$ cat config.mk
export PLATFORM = sky130hd
export DESIGN_NAME = ngfs_ram
export DESIGN_NICKNAME = d
export VERILOG_FILES = /design/src/rtl/ngfs_ram.sv
export SDC_FILE = /design/constraint.sdc
export NUM_CORES = 2
export LEC_CHECK = 0
export ABC_CLOCK_PERIOD_IN_PS = 2700
export BUFFER_PORTS_ARGS = -buffer_cell sky130_fd_sc_hd__buf_2
export CORE_MARGIN = 2
export CORE_UTILIZATION = 50
export CTS_CLUSTER_SIZE = 8
export DETAILED_ROUTE_END_ITERATION = 8
export PLACE_DENSITY = 0.65
export SLEW_MARGIN = 20
export SYNTH_ARGS = -nofsm -noshare
export SYNTH_HDL_FRONTEND = slang
export SYNTH_SLANG_ARGS = --single-unit
export TNS_END_PERCENT = 1
$ cat constraint.sdc
create_clock -name clk -period 2.7 [get_ports clk]
set_input_delay 0.27 -clock clk [delete_from_list [all_inputs] [get_ports clk]]
set_output_delay 0.27 -clock clk [all_outputs]
set_load 0.01 [all_outputs]
$ cat src/rtl/ngfs_ram.sv
// ----------------------------------------------------------------------------
// ngfs_ram
// Single-port RAM with registered read data.
// ----------------------------------------------------------------------------
module ngfs_ram #(
	parameter int WIDTH = 8,
	parameter int DEPTH = 256
) (
	input  logic                     clk,
	input  logic                     we,
	input  logic [$clog2(DEPTH)-1:0] addr,
	input  logic [WIDTH-1:0]         wdata,
	output logic [WIDTH-1:0]         rdata
);

	logic [WIDTH-1:0] mem_q [DEPTH];

	always_ff @(posedge clk) begin
		if (we) begin
			mem_q[addr] <= wdata;
		end
		rdata <= mem_q[addr];
	end

endmodule

# Yosys cells after proc, flatten, opt, wreduce, memory -nomap -nowiden
# Memory sizes are Yosys's and may differ from the RTL's. A register that Yosys moved wholly into a read port is not among the register bits.
# Cells that the tools add are included.
# classes
n_mux	2
# ops
operator	n
1-bit 2-to-1 mux	2
# totals
register_bits	0
ramBits	2048
input_bits	18
output_inout_bits	8
elab_cells	3
n_memories	1
# mem_list
memory	depth	width	rd	rd_clocked_by_memory_dff	write_ports	line_no	rtl
mem_q	256	8	1	1	1	16	logic [WIDTH-1:0] mem_q [DEPTH];

# Logic depth before layout (Yosys ltp)
# depth
ltp_word	2
depth_mapped	10
ltp_nobuf	5

# Worst setup path after synthesis
# OpenSTA, ideal clock, no wires.
# synth_path
path_type	in2reg
from	in addr[1]
to	mem mem_q[111][0] (enable)
setup_time_ns	0.370
arrival_ns	2.119
slack_ns	0.211
cell_stages	9
path_cell_list	buf_2 clkbuf_1 clkbuf_1 nand2_1 buf_2 nor2_1 nand2_1 clkbuf_1 nor2_1
# synth_rtl
element	line_no	rtl
start: declaration	11	input logic [$clog2(DEPTH)-1:0] addr,
end: declaration	16	
# No word-level cell before the write port.

==> results by group <==
Synth
  – Post-synth ARST share: 0%
  – Post-Syn Nets: between 3000 and 4000
  – Most common flop cell mapped by yosys: edfxtp_1
  – Post-synth cell types: 22
  – Sequential share of the synthesized area: between 70% and 80%
  – Post-synth EDFFs: 2048
  – Mean post-synth cell area: roughly 22 sq um
  – Netlist Area Pre-Place: just under 0.08 sq mm
  – Mapped Cells: 3547
  – Synth Register Bits: 2056
  – Synth warnings: 0

Status
  – Status: finished, final reports clean

Timing
  – Fin crit period: between 2 and 3 ns
  – Total negative slack: 0 ns
  – Final Max Tran Viols: 0
  – Final Setup Violations: 0
  – Final hold viol count: 0
  – Fmax: 385 MHz
  – Least-Margin Pin Slew: approximately 1.1 ns
  – Max_slew headroom: 28.9%
  – Skew final: about 0.074 ns
  – Post-route setup slack: just over 0.1 ns
  – RSZ-0062 raised after global routing: no
  – Period utilization: a little over nine tenths

Floorplan
  – Starting density of the core: slightly above 50%
  – Die Y: ~400 microns
  – Top Ports: 26
  – Core area: 0.156 sq mm
  – DIE AREA: 0.160 sq mm
  – # rows: 145
  – Die width: 400 microns

Power
  – Total Power: 71.1 mW
  – Leakage power: roughly 30 nW
  – VDD IR max: roughly 0.00071 V
  – Pwr Density: approximately 760 mW/mm^2

CTS
  – Clock Path Buffers: 4
  – H-tree levels: 5
  – Clk root buf: clkbuf_16
  – CTS tree: yes
  – Worst-path clk slew: 0.05 ns
  – Post-CTS Repair Setup Buffers: 0
  – TritonCTS Buffers: approximately 310
  – Clk_lat worst skew: around 0.9 ns
  – Clk sinks: 2056

Drt
  – DR iter-0 viols: 4634
  – Remaining antenna violation count: 0
  – Via density: roughly 6.2
  – Final WL: roughly 190 mm
  – Drt wl/cell: 29.7 microns
  – Remaining DRCs: 0
  – 1st-pass router iterations: 6
  – Vias: 39400

Job
  – Max-cap violation count: 0

Setup path
  – Kind of end point of the critical path: register
  – R2R depth: 6
  – Critical Path Start Type: register
  – Worst-path fanout max: 1
  – CP required: approximately 3.4 ns
  – CP arrival: around 3.3 ns
  – Critical path class: reg -> reg
  – Reg2reg start: mem_q[111][0]$_DFFE_PP_
  – Critical Path Start: mem_q[111][0]$_DFFE_PP_

Final layout
  – Fraction of layout instances using a drive strength above 1: 34.0%
  – Design Area, Final: about 0.094 sq mm
  – Layout overhead on the synthesized area: 19.4%
  – Ant diodes: 0
  – Final #Nets: roughly 4300

Global routing
  – Largest net degree at the start of global routing: 109
  – Vias in the first global route: just over 40000
  – First-pass GRT wire length: about 280 mm
  – Antenna violations before repair: 2
  – Overflow after GRT: 0
  – Total global-route track usage: 23.8%

Place
  – Setup Slack @ Placement: -1.02 ns
  – Post-DP HPWL: around 120 mm
  – IO Port Bufs: 25
  – Routability congestion estimate: around 0.85
  – Placed Area: 0.0857 sq mm

Min path
  – Worst hold path type: in -> reg
  – Hold depth: 5
  – Hold path startpoint: addr[7]
==> flip-flops by register name (all words and copies together) (netlist names) <==
signal and flops:
mem_q 2048, rdata 8
==> area by class of cell <==
class                           instances  area (sq um)
Timing Repair Buffer                  626          5690
Clock buffer                          358          7920
Clock inverter                          7          76.3
Tap cell                             2058          2570
Multi-Input combinational cell       1258         15800
Sequential cell                      2056         61700
Fill cell                           10900         62300
Inverter                                1          3.75
==> through the flow <==
stage / util, % / instances / hold WS, ns
3_5_place_dp: 54.9 / 5991 / 0.709
4_1_cts: 60.1 / 6364 / 0.0243
5_1_grt: 60.1 / 6364 / 0.0810
3_3_place_gp: 54.9 / 5991 / 0.694
2_1_floorplan: - / 3547 / 0.369
6_report: 60.1 / 6364 / 0.110
==> timing repair <==
| item | in CTS | in global routing |
|---|---|---|
| hold endpoints to repair | 511 | 0 |
| hold buffers | 8 | 0 |
| setup endpoints to repair | 2 | 2 |
| pin swaps | 0 | 0 |
| resized for setup | 2 | 2 |
==> per-layer routing <==
layer | wire length, microns | share of wire, % | global-route usage, %
met5 | 7 | 0.0037 | 0
met4 | 5050 | 2.7 | 7.02
met3 | 16500 | 8.7 | 4.94
met2 | 90200 | 48 | 37.0
met1 | 77400 | 41 | 34.4
==> cells by family (layout without fill, tap and decap cells) <==
family | Yosys count | count (layout) | share of synthesized area (%)
flip-flops | 2056 | 2056 | 78.6
buffers and inverters | 233 | 992 | 1.40
AND/OR/NAND/NOR | 330 | 330 | 1.73
AO/OA/AOI/OAI | 416 | 416 | 3.62
multiplexers | 512 | 512 | 14.7
==> placed cells by master (no fill, tap or decap), drive strengths merged <==
cell,Yosys,routed
a21oi,128,128
a22oi,256,256
and2,3,3
buf,87,617
clkbuf,145,359
clkinv,0,2
dfxtp,8,8
dlygate4sd3,0,8
edfxtp,2048,2048
inv,1,6
mux4,512,512
nand2,28,28
nand2b,6,6
nand3,13,13
nand4,8,8
nor2,232,232
nor2b,7,7
nor3,30,30
o41ai,32,32
or2,2,2
or3,1,1
==> critical path, cell delays in order, from the launching register on <==
cell and delay (ns):
edfxtp_1 0.35, mux4_2 0.49, a22oi_1 0.28, a21oi_1 0.17
o41ai_1 0.76, buf_4 0.28, nand4_1 0.10
==> synthesized netlist by cell type (all sizes together) (8+ instances only) <==
cell type / instances / area (sq um)
a21oi: 128 / 641
a22oi: 256 / 1920
buf: 87 / 552
clkbuf: 145 / 544
dfxtp: 8 / 160
edfxtp: 2048 / 61500
mux4: 512 / 11500
nand2: 28 / 105
nand3: 13 / 65.1
nand4: 8 / 50.1
nor2: 232 / 871
nor3: 30 / 150
o41ai: 32 / 280
==> path summary, 6_finish.rpt <==
path | slack, ns | end
min reg2reg | 0.90 | rdata[2]$_DFF_P_
max | 0.10 | rdata[0]$_DFF_P_
min | 0.11 | rdata[2]$_DFF_P_
max reg2reg | 0.10 | rdata[0]$_DFF_P_
==> where the power goes <==
| group | switching (mW) | internal, mW |
|---|---|---|
| combinational | 1.96 | 1.30 |
| sequential | 0.0568 | 35.3 |
| clock | 12.3 | 20.2 |
Power figures use the tool's default switching activity.
