==> src/rtl/ngfs_pkg.sv <==
// ----------------------------------------------------------------------------
// ngfs_pkg
// Shared types, widths and helpers of the n-gram fitness scorer.
// ----------------------------------------------------------------------------
package ngfs_pkg;

	localparam int LETTER_BITS = 5;
	localparam int MAX_NGRAM   = 4;
	localparam int LEN_W       = 3;
	localparam int WIN_W       = LETTER_BITS * MAX_NGRAM;
	localparam int ADDR_W      = 20;
	localparam int SCORE_W     = 16;
	localparam int CODE_W      = 8;
	localparam int CHAR_DEPTH  = 1 << CODE_W;
	localparam int SCORE_DEPTH = 1 << ADDR_W;
	localparam int SUM_W       = 40;
	localparam int CNT_W       = 24;
	localparam int AVG_W       = 21;
	localparam int FRAC_W      = 8;
	localparam int DIVISOR_W   = CNT_W + 4;
	localparam int DIVIDEND_W  = SUM_W + FRAC_W;
	localparam int STEP_W      = $clog2(DIVIDEND_W);

	typedef enum logic [1:0] {
		CMD_MAP    = 2'd0,
		CMD_SCORE  = 2'd1,
		CMD_CHAR   = 2'd2,
		CMD_FINISH = 2'd3
	} cmd_t;

	function automatic logic [LEN_W-1:0] eff_len(input logic [LEN_W-1:0] len);
		logic [LEN_W-1:0] r;
		r = len;
		if (len == '0) begin
			r = LEN_W'(1);
		end else if (len > LEN_W'(MAX_NGRAM)) begin
			r = LEN_W'(MAX_NGRAM);
		end
		return r;
	endfunction

	function automatic logic [WIN_W-1:0] win_mask(input logic [LEN_W-1:0] len);
		logic [WIN_W-1:0] m;
		m = '0;
		for (int i = 0; i < MAX_NGRAM; i++) begin
			if (LEN_W'(i) < len) begin
				m[i*LETTER_BITS +: LETTER_BITS] = '1;
			end
		end
		return m;
	endfunction

endpackage

==> src/rtl/ngfs_div.sv <==
// ----------------------------------------------------------------------------
// ngfs_div
// Restoring divider, one quotient bit per cycle.
// ----------------------------------------------------------------------------
module ngfs_div (
	input  logic                             clk,
	input  logic                             arst_n,
	input  logic                             start,
	input  logic [ngfs_pkg::DIVIDEND_W-1:0]  dividend,
	input  logic [ngfs_pkg::DIVISOR_W-1:0]   divisor,
	output logic                             done,
	output logic [ngfs_pkg::DIVIDEND_W-1:0]  quotient
);
	import ngfs_pkg::*;

	logic                  busy_q;
	logic                  done_q;
	logic [STEP_W-1:0]     step_q;
	logic [DIVISOR_W-1:0]  rem_q;
	logic [DIVISOR_W-1:0]  div_q;
	logic [DIVIDEND_W-1:0] quo_q;
	logic [DIVISOR_W:0]    rem_shift;
	logic [DIVISOR_W:0]    diff;
	logic                  fits;

	assign rem_shift = {rem_q, quo_q[DIVIDEND_W-1]};
	assign diff      = rem_shift - {1'b0, div_q};
	assign fits      = rem_shift >= {1'b0, div_q};

	always_ff @(posedge clk or negedge arst_n) begin
		if (!arst_n) begin
			busy_q <= 1'b0;
			done_q <= 1'b0;
			step_q <= '0;
		end else begin
			done_q <= !start && busy_q && (step_q == STEP_W'(DIVIDEND_W - 1));
			if (start) begin
				busy_q <= 1'b1;
				step_q <= '0;
			end else if (busy_q) begin
				step_q <= step_q + STEP_W'(1);
				if (step_q == STEP_W'(DIVIDEND_W - 1)) begin
					busy_q <= 1'b0;
				end
			end
		end
	end

	always_ff @(posedge clk) begin
		if (start) begin
			rem_q <= '0;
			div_q <= divisor;
			quo_q <= dividend;
		end else if (busy_q) begin
			rem_q <= fits ? diff[DIVISOR_W-1:0] : rem_shift[DIVISOR_W-1:0];
			quo_q <= {quo_q[DIVIDEND_W-2:0], fits};
		end
	end

	assign done     = done_q;
	assign quotient = quo_q;

endmodule

==> config.mk <==
export PLATFORM = sky130hd
export DESIGN_NAME = ngfs_div
export DESIGN_NICKNAME = d
export VERILOG_FILES = /design/src/rtl/ngfs_pkg.sv /design/src/rtl/ngfs_div.sv
export SDC_FILE = /design/constraint.sdc
export NUM_CORES = 1
export LEC_CHECK = 0
export ABC_AREA = 1
export BUFFER_PORTS_ARGS = -buffer_cell sky130_fd_sc_hd__buf_2
export CAP_MARGIN = 20
export CORE_MARGIN = 2
export CORE_UTILIZATION = 28
export DETAILED_ROUTE_END_ITERATION = 10
export PLACE_DENSITY_LB_ADDON = 0.1
export SYNTH_ARGS = -nofsm -noshare
export SYNTH_HDL_FRONTEND = slang
export SYNTH_SLANG_ARGS = --single-unit
==> constraint.sdc <==
create_clock -name clk -period 6.2 [get_ports clk]
set_clock_uncertainty 0.05 [all_clocks]
set_input_delay 0.93 -clock clk [delete_from_list [all_inputs] [get_ports clk]]
set_output_delay 0.93 -clock clk [all_outputs]
set_load 0.02 [all_outputs]
### Yosys cells after proc, flatten, opt, wreduce, memory -nomap -nowiden

Index checks and enable logic that the tools add are counted.

| operators by class | value |
|---|---|
| equality and inequality tests | 1 |
| muxes and demuxes | 8 |
| reductions and logical operators | 4 |
| magnitude comparators | 1 |
| add/subtract/negate cells | 2 |

Operators by type and width:

| kind | count |
|---|---|
| two-way mux 48 bit | 2 |
| greater-or-equal comparator 29 x 28 -> 1 bit | 1 |
| two-way mux 28 bit | 1 |
| subtractor 28 bit | 1 |
| two-way mux 6 bit | 2 |
| adder 6 x 1 -> 6 bit, second input constant | 1 |
| == test 6 bit, second input constant | 1 |
| two-way mux 1 bit | 3 |
| logical AND 1 bit | 2 |
| nonzero test 2 bit | 1 |
| zero test 1 bit | 1 |

| storage, ports and cells | value |
|---|---|
| register bits | 112 |
| output and inout bits | 49 |
| logic and storage cells | 22 |
| input port bits | 79 |

### Logic depth before layout (Yosys ltp)

Gate-level depths: netlist (run 1).

| logic depth | value |
|---|---|
| word-level depth | 4 |
| depth in mapped cells | 15 |
| gate-level depth less buffers | 15 |

### Least setup slack after synthesis (run 1)

OpenSTA, ideal clock, no wires.

| timing path | value |
|---|---|
| path type | in2reg |
| from | input start |
| to | register quo_q[0], in the netlist quotient[0], enable pin |
| arrival | 2265 ps |
| path buffers | 1 |
| setup slack | 3479 ps |
| cell stages on the path | 3 |
| library setup time | 406 ps |
| cells stage by stage | clkbuf_1 -> nor2_1 -> inv_1 |

| between the ends | value |
|---|---|
| word-level cells in the longest chain between the ends | 1 |

Ends and longest elaborated chain:

| what | line | text |
|---|---|---|
| start, declared | ngfs_div.sv:8 | `input logic start,` |
| nonzero test 2 bit (no line) | - |  |
| end signal, assigned | ngfs_div.sv:53 | `quo_q <= dividend;` |
| end signal, assigned | ngfs_div.sv:56 | `quo_q <= {quo_q[DIVIDEND_W-2:0], fits};` |
| end, declared | ngfs_div.sv:21 | `logic [DIVIDEND_W-1:0] quo_q;` |

No other way between the ends.
A chain may end at the register's enable or synchronous reset.

### Worst setup path after layout (run 1)

| timing path | value |
|---|---|
| from | register div_q[19] |
| to | register rem_q[21] |

| between the ends | value |
|---|---|
| word-level cells in the longest chain between the ends | 2 |
| elaborated cells on any way between the ends | 3 |
| classes of those cells | add/sub: 1; order compare: 1; mux: 1 |

Ends and longest elaborated chain:

| what | line | text |
|---|---|---|
| start, declared | ngfs_div.sv:20 | `logic [DIVISOR_W-1:0] div_q;` |
| start signal, assigned | ngfs_div.sv:52 | `div_q <= divisor;` |
| subtractor 28 bit or greater-or-equal comparator 29 x 28 -> 1 bit (tied branches) | ngfs_div.sv:27, ngfs_div.sv:28 |  |
| two-way mux 28 bit * | ngfs_div.sv:55 | `rem_q <= fits ? diff[DIVISOR_W-1:0] : rem_shift[DIVISOR_W-1:0];` |
| end signal, assigned | ngfs_div.sv:55 |  |
| end, declared | ngfs_div.sv:19 | `logic [DIVISOR_W-1:0] rem_q;` |

Every way passes the cells marked *; elsewhere a longest branch is shown, timed or not.

==> results of run 1 <==
flip-flops by register name (all words and copies together), names as in the netlist:
| register | flops |
|---|---|
| busy_q | 1 |
| div_q | 28 |
| done | 1 |
| quotient | 48 |
| rem_q | 28 |
| step_q | 6 |
layer usage:
layer	vias up	wire length [microns]
li1	3095	-
met1	2586	8690
met2	125	8020
met3	8	1050
met4	0	154
met5	-	0
per-stage QoR:
| step | area [sq um] | hold slack (ns) | cells |
|---|---|---|---|
| 2_1_floorplan | 6630 | 0.383 | 911 |
| 3_3_place_gp | 7590 | 0.408 | 1341 |
| 3_5_place_dp | 7610 | 0.411 | 1342 |
| 4_1_cts | 7930 | 0.316 | 1358 |
| 5_1_grt | 7930 | 0.322 | 1358 |
| 6_report | 7930 | 0.329 | 1358 |
layout make-up:
class	count	area, sq um	share of cell area [%]
multi-input cells	652	3010	37.9
repair buffers	132	686	8.64
inverters	127	477	6.01
well taps	319	399	5.03
clock buffers	9	225	2.84
clock inverters	7	96.3	1.21
flip-flops and latches	112	3040	38.4
cells in the final DEF, fill, tap and decap left out, types with 2 or more instances in the layout:
cell / instances
sky130_fd_sc_hd__nor2_1: 80
sky130_fd_sc_hd__clkbuf_16: 9
sky130_fd_sc_hd__nor3_1: 7
sky130_fd_sc_hd__dfxtp_1: 28
sky130_fd_sc_hd__clkinv_8: 3
sky130_fd_sc_hd__nand2_2: 3
sky130_fd_sc_hd__o21bai_1: 3
sky130_fd_sc_hd__buf_2: 127
sky130_fd_sc_hd__nand3_1: 56
sky130_fd_sc_hd__xnor2_1: 9
sky130_fd_sc_hd__edfxtp_1: 76
sky130_fd_sc_hd__inv_2: 4
sky130_fd_sc_hd__xor2_1: 3
sky130_fd_sc_hd__o21ai_1: 14
sky130_fd_sc_hd__inv_8: 2
sky130_fd_sc_hd__buf_4: 4
sky130_fd_sc_hd__and2_1: 4
sky130_fd_sc_hd__nor2_2: 4
sky130_fd_sc_hd__dfrtp_1: 8
sky130_fd_sc_hd__ha_1: 29
sky130_fd_sc_hd__nand2_1: 392
sky130_fd_sc_hd__a31oi_1: 3
sky130_fd_sc_hd__o21ai_0: 5
sky130_fd_sc_hd__inv_1: 123
sky130_fd_sc_hd__a21oi_1: 24
sky130_fd_sc_hd__nand4_1: 8
power by group through the flow:
stage                     clock network (uW)  logic, uW  registers (uW)
after global routing                     693       1670            1040
final                                    638       1430            1020
after floorplan                            0       1080            1060
after global placement                     0       1450            1040
after detailed placement                   0       1450            1040
after CTS                                663       1460            1030
synth_stat cells:
cell type	n
sky130_fd_sc_hd__nand3_1	56
sky130_fd_sc_hd__nand4_1	8
sky130_fd_sc_hd__xnor2_1	9
sky130_fd_sc_hd__edfxtp_1	76
sky130_fd_sc_hd__or2_1	1
sky130_fd_sc_hd__nand2_1	392
sky130_fd_sc_hd__nor4_1	1
sky130_fd_sc_hd__inv_1	124
sky130_fd_sc_hd__inv_2	3
sky130_fd_sc_hd__nor2_1	81
sky130_fd_sc_hd__dfxtp_1	28
sky130_fd_sc_hd__a21oi_1	24
sky130_fd_sc_hd__or2_2	1
sky130_fd_sc_hd__nand3_2	1
sky130_fd_sc_hd__nand2_2	3
sky130_fd_sc_hd__nor2_4	1
sky130_fd_sc_hd__dfrtp_1	8
sky130_fd_sc_hd__nor2_2	3
sky130_fd_sc_hd__ha_1	29
sky130_fd_sc_hd__o21ai_1	14
sky130_fd_sc_hd__o21ai_0	5
sky130_fd_sc_hd__a31oi_1	3
sky130_fd_sc_hd__nor3_1	7
sky130_fd_sc_hd__and2_1	4
sky130_fd_sc_hd__a22o_1	1
sky130_fd_sc_hd__buf_6	3
sky130_fd_sc_hd__xor2_1	3
sky130_fd_sc_hd__fa_1	1
sky130_fd_sc_hd__nand3b_1	1
sky130_fd_sc_hd__o21bai_1	3
sky130_fd_sc_hd__buf_4	2
sky130_fd_sc_hd__clkbuf_1	14
sky130_fd_sc_hd__buf_1	1
critical path: cells and delay by family, from the launching register on:
| kind | cells | cell delay (ns) |
|---|---|---|
| AO/OA/AOI/OAI | 2 | 0.41 |
| adder cells (fa/ha/maj) | 1 | 0.29 |
| buffers and inverters | 3 | 0.54 |
| flip-flops | 1 | 0.37 |
| AND/OR/NAND/NOR | 7 | 1.02 |
logic make-up after synthesis:
family                     share of synthesized area, %
and+or+nand+nor                                    34.0
buffers and inverters                              8.78
DFF                                                45.9
AOI/OAI and AO/OA                                  4.00
adders and majority gates                          5.78
xor gates and xnor gates                           1.59
path summary, 6_finish.rpt:
| check | from | end | slack, ns | depth (start not counted) |
|---|---|---|---|---|
| max in group asynchronous | arst_n | step_q[2]$_DFFE_PN0P_ | 5.59 | 1 |
| min in group clk | step_q[4]$_DFFE_PN0P_ | step_q[4]$_DFFE_PN0P_ | 0.42 | 1 |
| worst min register to register | step_q[4]$_DFFE_PN0P_ | step_q[4]$_DFFE_PN0P_ | 0.42 | 1 |
| worst max-delay path | div_q[19]$_DFFE_PP_ | rem_q[21]$_SDFFE_PP0P_ | 3.41 | 13 |
| worst min-delay path | arst_n | step_q[0]$_DFFE_PN0P_ | 0.33 | 1 |
| worst max register to register | div_q[19]$_DFFE_PP_ | rem_q[21]$_SDFFE_PP0P_ | 3.41 | 13 |
==> impl.org, run 1 <==
** Yosys
- Synthesis inferred between 100 and 150 register bits.
- Of all cell types, the one taking the most synthesized area is sky130_fd_sc_hd__edfxtp_1.
- The synthesized netlist occupies a cell area of 6630 sq um.
- Synth top area cells :: sky130_fd_sc_hd__edfxtp_1, sky130_fd_sc_hd__nand2_1, sky130_fd_sc_hd__dfxtp_1, sky130_fd_sc_hd__inv_1, sky130_fd_sc_hd__ha_1
- Synthesis produced 911 cells.
- Warning count from the yosys run :: 0
- Portion of the post-synthesis area used by sequential elements :: 45.9%
- Yosys mapped the design onto 33 distinct sky130hd cell types.
- Synthesis produced a netlist with a net count of 1020.
- Share of Yosys cell area claimed by the top area cell type :: 34.4%
- Syn avg cell area :: 7.28 sq um

** Clocking
- Number of levels the H-tree was split into :: 3
- Clock Path Buffers :: 2
- Clock sink count :: 112
- TritonCTS created 9 clock buffers.
- Gates resized during post-CTS repair numbered 0.
- TritonCTS built the clock tree.
- Clock latency on the worst-skew pair :: about 0.38 ns
- Post-CTS timing repair inserted 0 buffers for setup.
- Buffers inserted to repair hold after CTS numbered 0.
- After clock tree synthesis, the clock-pin slew on the worst setup and hold paths is roughly 0.10 ns.
- The cell sitting at the root of the clock tree is a sky130_fd_sc_hd__clkbuf_16.

** Drt
- The first routing iteration left 323 violations.
- Wires add up to 17900 microns.
- In this run the remaining antenna-violating nets after routing total 0.
- Number of vias after detailed routing :: between 5000 and 6000
- In the final routed layout, each cell accounts on average for 13.2 microns.
- DRC viols :: 0
- Detailed-routing iteration count for the pre-antenna-repair pass :: 5
- Drt via density :: 4.28

** Pwr
- Part of the power in registers :: 33.1%
- Relative contribution of combinational cells to total power :: 46.2%
- The analysis attributes to cell leakage a power of 0.00414 uW.
- VDD sags by at most 0.168 mV.
- For this design the total switching power over the nets is 1360 uW.
- Per report_power, the clock group accounts for 20.6% of the total.
- Internal power comes to 1730 uW.
- Final Power :: between 3000 and 4000 uW
- In this run switching power makes up 44.1% of total power.
- Dividing total power by cell area gives a power density of a little under 400 nW/um^2.

** Placed design
- Worst-case setup slack after placement :: 2.99 ns
- Routability congestion estimate :: 0.859
- The count of buffers added on input and output ports is 127.
- Placed wire-length estimate :: 13200 microns

** STA
- Setup violations remaining at the end of the flow were counted as 0.
- The total count of max-transition violations in the final report was 0.
- Unrepaired setup endpoints after global routing :: no
- For the pin with the worst max-slew slack, the measured transition is 0.935 ns.
- Worst setup slack after layout :: 3.41 ns
- Setup tns final :: 0 ns
- Measured against its own limit, the worst slew margin works out to 37.6%.
- Highest clock rate :: 358 MHz
- The number of hold violations in the final report was 0.
- Counting I/O delays and the setup requirement, the final critical path takes 2.79 ns.
- Of the available clock period, the critical path in the final layout requires around 45%.

** Floorplan
- Number of rows in the core area :: 56
- Die extent in y :: 158 microns
- The initial utilization of the core area, before any placement, comes to 28.4%.
- Overall die area :: 24900 sq um
- In this run the count of I/O pins placed on the die edge is 128.
- The die is approximately 160 microns wide.
- The region available for standard cell placement spans 23300 sq um.

** Global route
- Entering global routing, the biggest net connects 78 pins.
- Met3 Resource Use GR :: under 10%
- Met2 demand-to-capacity share in global routing :: 24.4%
- Layer carrying the most global-route usage :: met2
- Number of antenna violations at the first check in global routing :: 1
- In the global route stage, met1 resource usage came out at approximately a fifth.
- Wire length of the first global-routing pass :: 29600 microns
- Global-route congestion overflow total :: 0
- The via count of the first global-routing pass is approximately 6000.
- Total track usage :: 15.1%

** Setup path
- Largest fanout on the critical path :: 28
- Kind of start point of the critical path :: flop
- CP cell instances :: inv_1 > ha_1 > nand2_2 > inv_2 > a21oi_1 > nand2_1 > a21oi_1 > nand3_2 > buf_4 > nor2_1 > nor2_1 > nand2_1 > nand2_1
- Most numerous cell on the critical path :: sky130_fd_sc_hd__nand2_1
- Data required time at the worst endpoint :: 6.42 ns
- Arr. time, crit path :: 3.01 ns
- Classification of the worst setup path :: flop to flop
- Kind of capture point of the worst setup path :: flop
- The slowest stage of the critical path belongs to the cell sky130_fd_sc_hd__buf_4.
- Slowest Stage Delay on Critical Path :: 0.43 ns

** Layout
- Ratio of cells with drive above 1 in the final layout :: 15.6%
- The number of antenna diodes in the final layout is 0.
- Fill cells in the final layout number 2586.
- For this run, the post-layout net count is 1143.
- Cells fill between 30% and 40% of the core in the end.
- Area overhead of the layout relative to synthesis :: 19.7%

** Run status
- The run finished with clean final reports.

** Flow run
- Max Cap Violations :: 0

** Hold path
- The min-delay analysis places its worst path in the category input pin to async pin.
Power figures use the tool's default switching activity.
==> run 2: changes to the inputs <==
==> constraint.sdc (replaced) <==
create_clock -name clk -period 2.8 [get_ports clk]
set_clock_uncertainty 0.05 [all_clocks]
set_input_delay 0.42 -clock clk [delete_from_list [all_inputs] [get_ports clk]]
set_output_delay 0.42 -clock clk [all_outputs]
set_load 0.02 [all_outputs]
==> run 2 against run 1 <==
Net effect:
- wire length is 1.9% higher
- clock power increased by 110%
- critical path depth stayed put
- largest power group unchanged
==> impl.org, run 2 (same netlist as run 1, synthesis figures left out) <==
** Run status
- The flow ran to the end, and the final reports show no timing, DRC or antenna violations.

** Clocking
- The deepest clock path buffer count was 2 (unchanged).
- Clock tree from TritonCTS :: done
- The clock transition time at the flip-flop clock pins of the worst setup and hold paths came to 0.09 ns (about the same).
- The number of buffers created by CTS is 9 (unchanged).
- Clock latency on the worst-skew pair :: 0.37 ns (about the same)
- Root Buffer Master :: sky130_fd_sc_hd__clkbuf_16
- Number of levels the H-tree was split into :: 3 (unchanged)
- Count of instances resized after the clock tree is built :: 0 (unchanged)
- The TritonCTS sink count is 112 (unchanged).

** STA
- Number of hold violations in the final report :: 0 (unchanged)
- The worst setup margin came to 0.416 ns (-2.99 ns).
- The highest achievable clock rate was 419 MHz (+17%).
- Pins over their slew limit :: 0 (unchanged)
- The slew at the pin with the worst max-slew slack came to 0.936 ns (+0.00168 ns).
- The shortest clock period the worst path allows after layout is 2.38 ns (-0.408 ns).
- The post-route setup TNS came to 0 ns (unchanged).
- Setup-violating endpoint count in the final report :: 0 (unchanged)
- The portion of the clock cycle consumed by the worst path in the final layout was 85.2% (+40 points).
- Setup repair after global routing left no endpoint under its margin.
- The max-slew headroom at the worst pin is 37.5% (-0.11 points).

** Placed design
- Routability congestion estimate :: 0.841 (-2.1%)
- Port Buffers :: 127 (unchanged)
- Placed wire-length estimate :: 13400 microns (+1.9%)
- The cell count after placement came to 1345 (+0.22%).
- The worst setup timing slack at the placement stage is 0.419 ns (-2.57 ns).

** Global route
- The number of antenna violations at the first check in global routing is 2 (+1).
- Largest net degree at the start of global routing :: 66 (-15%)
- Wire length of the first global-routing pass :: 29800 microns (+0.86%)
- Global-route congestion overflow total :: 0 (unchanged)
- The total global-route track usage came to 15.3% (+0.16 points).
- The via count of the first global-routing pass was 5795 (-0.94%).

** Hold path
- Worst hold-check path type :: input pin to flop
- Along the worst hold path, the cell count comes to 1.
- For hold timing, the worst endpoint is div_q[6]$_DFFE_PP_.
- The startpoint identified for the worst hold timing path is divisor[6].

** Setup path
- In this run the critical register-to-register path is launched from div_q[24]$_DFFE_PP_.
- Classification of the worst setup path :: flop to flop
- The highest net fanout along the worst path is 23 (-18%).
- CP startpoint :: div_q[24]$_DFFE_PP_
- Arr. time, crit path :: 2.59 ns (-0.42 ns)
- Worst reg-to-reg setup slack :: 0.42 ns (-2.99 ns)
- In this run the critical register-to-register path is captured at rem_q[19]$_SDFFE_PP0P_.
- Data required time at the worst endpoint :: 3.01 ns (-3.41 ns)
- The worst setup path is launched from a flop.
- STA classifies the critical path endpoint as a flop.
- The worst reg2reg path depth was 13 (unchanged).

** Floorplan
- The number of primary I/O pins was 128 (unchanged).
- Floorplan die width :: 158 microns (unchanged)
- The placeable core region was 23300 sq um (unchanged).
- Overall die area :: 24900 sq um (unchanged)
- Die extent in y :: 158 microns (unchanged)
- The number of rows created at floorplan is 56 (unchanged).
- The initial core utilization came to 28.4% (unchanged).

** Layout
- Area overhead of the layout relative to synthesis :: 20.4%
- Leaving out fill and tap cells, the most frequent cells in the layout are sky130_fd_sc_hd__nand2_1, sky130_fd_sc_hd__buf_2, sky130_fd_sc_hd__inv_1.
- Count of placed standard cells in the final layout, fillers left out :: 1364 (+0.44%)
- The number of flip-flops under the largest register name came to 48 (unchanged).
- Final #Nets :: 1147 (+0.35%)
- Leading cell type in the layout, fill and taps excluded :: sky130_fd_sc_hd__nand2_1
- Ratio of cells with drive above 1 in the final layout :: 15.8% (+0.23 points)

** Flow run
- Max Cap Violations :: 0 (unchanged)

** Drt
- Number of vias after detailed routing :: 5823 (+0.15%)
- The final wirelength was 18200 microns (+1.9%).
- The final antenna-violating net count came to 0 (unchanged).
- Detailed Route Iter0 Violations :: 377 (+17%)
- DRC viols :: 0 (unchanged)
- The average wire length per cell after detail routing is 13.4 microns (+1.4%).
- Drt via density :: 4.27 (-0.29%)
- Detailed-routing iteration count for the pre-antenna-repair pass :: 5 (unchanged)

** Pwr
- The peak supply drop came to 0.321 mV (+91%).
- The power per standard cell area was 871 nW/um^2 (+120%).
- Static leakage :: 0.00415 uW (+0.40%)
- Final Power :: 6950 uW (+120%)
-- run 2: final cells by class --
cell class              instances  area (sq um)
multi-input cells             652          3010
fillers                      2575         15400
well taps                     319           399
flip-flops and latches        112          3040
clock inverters                 7          80.1
inverters                     127           477
diodes                          2          5.00
repair buffers                136           743
clock buffers                   9           225
-- run 2: how the worst max path moves through the flow --
stage / cells past startpoint / slack [ns] / endpoint
finish: 13 / 0.42 / rem_q[19]$_SDFFE_PP0P_
global route: 15 / 0.17 / rem_q[19]$_SDFFE_PP0P_
CTS: 15 / 0.39 / rem_q[18]$_SDFFE_PP0P_
detailed placement: 15 / 0.42 / rem_q[18]$_SDFFE_PP0P_
global placement: 15 / 0.43 / rem_q[21]$_SDFFE_PP0P_
floorplan: 3 / 0.59 / quotient[0]$_DFFE_PP_
-- run 2: timing repair --
item | 4_1_cts | 5_1_grt
setup buffers | 0 | 0
endpoints found under the hold margin | 8 | 0
hold buffers | 1 | 0
-- run 2: layer usage --
metal	up-vias	track usage [%]	share of wire (%)
met1	2582	19.3	47
met4	0	3.59	0.73
met3	7	4.46	6.4
li1	3105	-	-
met2	129	25.6	46
met5	-	0	0
-- run 2: critical path, cell delays in order (launching register included) --
cell,delay [ns]
sky130_fd_sc_hd__edfxtp_1,0.38
sky130_fd_sc_hd__inv_1,0.07
sky130_fd_sc_hd__ha_1,0.28
sky130_fd_sc_hd__a21oi_1,0.24
sky130_fd_sc_hd__nand2_1,0.12
sky130_fd_sc_hd__nand2_1,0.07
sky130_fd_sc_hd__nand2_1,0.09
sky130_fd_sc_hd__a21oi_1,0.17
sky130_fd_sc_hd__nand3_2,0.28
sky130_fd_sc_hd__buf_12,0.26
sky130_fd_sc_hd__nor2_1,0.09
sky130_fd_sc_hd__nor2_1,0.04
sky130_fd_sc_hd__nand2_1,0.08
sky130_fd_sc_hd__nand2_1,0.04
-- run 2: where the power goes --
part | leakage, uW | internal [uW] | switching, uW
combinational | 0.00287 | 1190 | 2130
clock | 0.000146 | 640 | 723
sequential | 0.00114 | 2080 | 191
total | 0.00415 | 3910 | 3040
-- run 2: per-stage QoR --
stage,instance area (sq um),utilization (%),hold WS (ns)
after floorplan,6630,-,0.0744
after global placement,7660,32.8,0.233
after detailed placement,7660,32.8,0.231
after CTS,7970,34.2,0.151
after global routing,7980,34.2,0.149
final,7980,34.2,0.170
==> run 3: changes to the inputs <==
==> constraint.sdc (replaced) <==
create_clock -name clk -period 2.3 [get_ports clk]
set_clock_uncertainty 0.05 [all_clocks]
set_input_delay 0.345 -clock clk [delete_from_list [all_inputs] [get_ports clk]]
set_output_delay 0.345 -clock clk [all_outputs]
set_load 0.02 [all_outputs]
==> run 3 against run 2 <==
Net effect:
- critical path depth fell by 1
- utilization rose by 3.4 points
- setup slack got worse by 0.28 ns
- global-route usage rose by 0.079 points
- design area rose by 9.9%
- via count rose by 3.2%
- sequential power rose by 26%
- register-to-register slack got worse by 0.28 ns
- maximum frequency rose by 9.9%
- wire length rose by 2.7%
- sequential share of layout area fell by 3.4 points
- die area did not move
- critical path type unchanged
==> impl.org, run 3 (same netlist as run 1, synthesis figures left out) <==
** Run status
- The flow ran to the end, and the final reports show no timing, DRC or antenna violations.

** Setup path
- Largest fanout on the critical path :: 8 (-65%)
- The worst reg2reg path depth was 12 (-1).
- Data required time at the worst endpoint :: 2.52 ns (-0.49 ns)
- Classification of the worst setup path :: flop to flop
- STA classifies the critical path endpoint as a flop.
- Worst reg-to-reg setup slack :: 0.13 ns (-0.28 ns)
- Critical register-to-register path endpoint :: rem_q[23]$_SDFFE_PP0P_
- Arr. time, crit path :: 2.39 ns (-0.20 ns)
- STA classifies the critical path startpoint as a flop.
- The startpoint identified for the worst register-to-register timing path is div_q[20]$_DFFE_PP_.

** STA
- Transition at the pin with the smallest max-transition slack :: 0.947 ns (+0.0103 ns)
- Fin crit share :: 94.3% (+9.2 points)
- Worst setup slack after layout :: 0.131 ns (-0.285 ns)
- Final critical-path required period :: 2.17 ns (-0.215 ns)
- The max-slew headroom at the worst pin was 36.8% (-0.69 points).
- Min Hold Slack :: 0.0925 ns (-0.0779 ns)
- The highest achievable clock rate came to 461 MHz (+9.9%).
- Number of hold violations in the final report :: 0 (unchanged)
- Pins over their slew limit :: 0 (unchanged)
- Setup-violating endpoint count in the final report :: 0 (unchanged)

** Global route
- The first-pass GRT wire length is 30100 microns (+0.83%).
- Total track usage :: 15.3% (+0.079 points)
- Largest net degree at the start of global routing :: 56 (-15%)
- Global-route congestion overflow total :: 0 (unchanged)
- The via count of the first global-routing pass was 5977 (+3.1%).
- Number of antenna violations at the first check in global routing :: 0 (-2)

** Clocking
- The clock insertion delay at the later pin of the skew report is 0.37 ns (about the same).
- Clock tree from TritonCTS :: done
- The number of buffers created by CTS is 9 (unchanged).
- The depth of the CTS H-tree is 3 (unchanged).
- Clock slew seen by the registers of the worst setup and hold paths :: 0.09 ns (about the same)
- Clock sink count :: 112 (unchanged)
- Root Buffer Master :: sky130_fd_sc_hd__clkbuf_16
- Clock Path Buffers :: 2 (unchanged)

** Pwr
- The power per standard cell area is 1120 nW/um^2 (+28%).
- Clk network pwr share :: 18.2% (-1.4 points)
- The switching power as a share of total power is 42.0% (-1.7 points).
- The net switching power came to 4110 uW (+35%).
- Static leakage :: 0.00438 uW (+5.4%)
- The peak supply drop was 0.473 mV (+47%).
- Final Power :: 9780 uW (+41%)
- The logic gate share of total power is 52.8% (+5.0 points).
- The part of the total power dissipated in sequential elements was 29.1% (-3.5 points).
- The internal cell power came to 5670 uW (+45%).

** Placed design
- Port Buffers :: 127 (unchanged)
- Routability congestion estimate :: 0.833 (-0.94%)
- Placed wire-length estimate :: 13600 microns (+1.2%)
- Number of placed cells counting well taps :: 1366 (+1.6%)
- Worst-case setup slack after placement :: -0.0436 ns (-0.463 ns)

** Floorplan
- The number of rows created at floorplan came to 56 (unchanged).
- Overall die area :: 24900 sq um (unchanged)
- The die width is 158 microns (unchanged).
- Number of top-level pins :: 128 (unchanged)
- The placeable core region came to 23300 sq um (unchanged).
- The chip height is 158 microns (unchanged).
- Initial Util :: 28.4% (unchanged)

** Drt
- The final wirelength was 18700 microns (+2.7%).
- Antenna Nets Post-Route :: 0 (unchanged)
- Detailed Route Iter0 Violations :: 349 (-7.4%)
- Average routed wire per standard cell :: 13.4 microns (+0.13%)
- Drt via density :: 4.30 (+0.66%)
- The number of DRC violations after detailed routing came to 0 (unchanged).
- The first-pass detailed-route iteration total came to 8 (+3).
- Number of vias after detailed routing :: 6012 (+3.2%)

** Layout
- Area overhead of the layout relative to synthesis :: 32.2%
- The final instance count without filler cells was 1399 (+2.6%).
- Storage element area :: 3040 sq um (unchanged)
- The number of flip-flops under the largest register name came to 48 (unchanged).
- The ratio of cells with drive above 1 in the final layout was 25.2% (+9.4 points).
- The library cell used most frequently in the layout, excluding fill and tap cells, is sky130_fd_sc_hd__nand2_1.
- The area of the multi-input gates is 3440 sq um (+14%).
- The number of nets in the layout was 1183 (+3.1%).
- The library cells used most frequently in the layout, excluding fill and tap cells, are sky130_fd_sc_hd__nand2_1, sky130_fd_sc_hd__buf_2, sky130_fd_sc_hd__inv_1.
- The number of filler cells placed in the layout was 2524 (-2.0%).

** Hold path
- Worst Hold Path EP :: div_q[27]$_DFFE_PP_
- Min-delay src :: divisor[27]
- The count of cells along the worst hold path came to 1 (unchanged).
- Worst hold-check path type :: input pin to flop

** Flow run
- Max Cap Violations :: 0 (unchanged)
[run 3: cell types whose count changed in the layout (fill, tap and decap cells not counted), sizes merged]
cell	delta
diode	-1
clkinv	+3
inv	-3
clkinvlp	-1
buf	+33
bufinv	+1
clkbuf	+3
[run 3: worst max-delay path by stage]
stage                                         to                   start
after detailed placement  rem_q[22]$_SDFFE_PP0P_  quotient[47]$_DFFE_PP_
after CTS                 rem_q[16]$_SDFFE_PP0P_  quotient[47]$_DFFE_PP_
after floorplan            quotient[0]$_DFFE_PP_                   start
after global routing      rem_q[14]$_SDFFE_PP0P_     div_q[10]$_DFFE_PP_
after global placement    rem_q[22]$_SDFFE_PP0P_  quotient[47]$_DFFE_PP_
final                     rem_q[23]$_SDFFE_PP0P_     div_q[20]$_DFFE_PP_
[run 3: critical path: stages, from the launching register on]
cell	delay (ns)
sky130_fd_sc_hd__edfxtp_1	0.33
sky130_fd_sc_hd__inv_1	0.04
sky130_fd_sc_hd__ha_2	0.37
sky130_fd_sc_hd__nand2_2	0.10
sky130_fd_sc_hd__nor2_4	0.14
sky130_fd_sc_hd__and2_1	0.17
sky130_fd_sc_hd__and2_1	0.15
sky130_fd_sc_hd__nand2_2	0.07
sky130_fd_sc_hd__nand3_4	0.19
sky130_fd_sc_hd__clkbuf_16	0.20
sky130_fd_sc_hd__nand3_1	0.13
sky130_fd_sc_hd__nand2_1	0.10
sky130_fd_sc_hd__nand2_1	0.05
[run 3: cell type report]
| cell class | instances | share of cell area (%) |
|---|---|---|
| Multi-Input combinational cell | 652 | 39.2 |
| Sequential cell | 112 | 34.7 |
| Timing Repair Buffer | 172 | 12.2 |
| Inverter | 127 | 5.44 |
| Tap cell | 319 | 4.55 |
| Clock buffer | 9 | 2.57 |
| Clock inverter | 7 | 1.28 |
| Antenna cell | 1 | 0.0285 |
[run 3: metrics by stage]
stage          instance area [sq um]  TNS, ns  utilization (%)
5_1_grt                         8760   -0.217             37.6
3_5_place_dp                    7820  -0.0436             33.5
3_3_place_gp                    7820  -0.0288             33.5
4_1_cts                         8170        0             35.0
2_1_floorplan                   6630        0                -
6_report                        8770        0             37.6
[run 3: timing repair]
item                                    CTS  global route
cloned                                    0             3
buffers inserted                          0            12
hold endpoints to repair                  8             0
pin swaps                                 0            19
gates resized for setup                   1            87
endpoints found under the setup margin    1            29
hold buffers                              1             0
[run 3: layer usage]
| metal | routed length (microns) | track usage, % | up-vias | share of wire, % |
|---|---|---|---|---|
| li1 | - | - | 3176 | - |
| met1 | 8770 | 19.7 | 2687 | 47 |
| met2 | 8470 | 25.1 | 137 | 45 |
| met3 | 1250 | 5.06 | 12 | 6.6 |
| met4 | 252 | 3.38 | 0 | 1.3 |
| met5 | 0 | 0 | - | 0 |
[run 3: power by group through the flow]
stage	clock network (uW)	logic [uW]	registers, uW
2_1_floorplan	0	2910	2860
3_3_place_gp	0	4280	2800
3_5_place_dp	0	4290	2800
4_1_cts	1850	4310	2760
5_1_grt	1910	5820	2900
6_report	1780	5160	2850
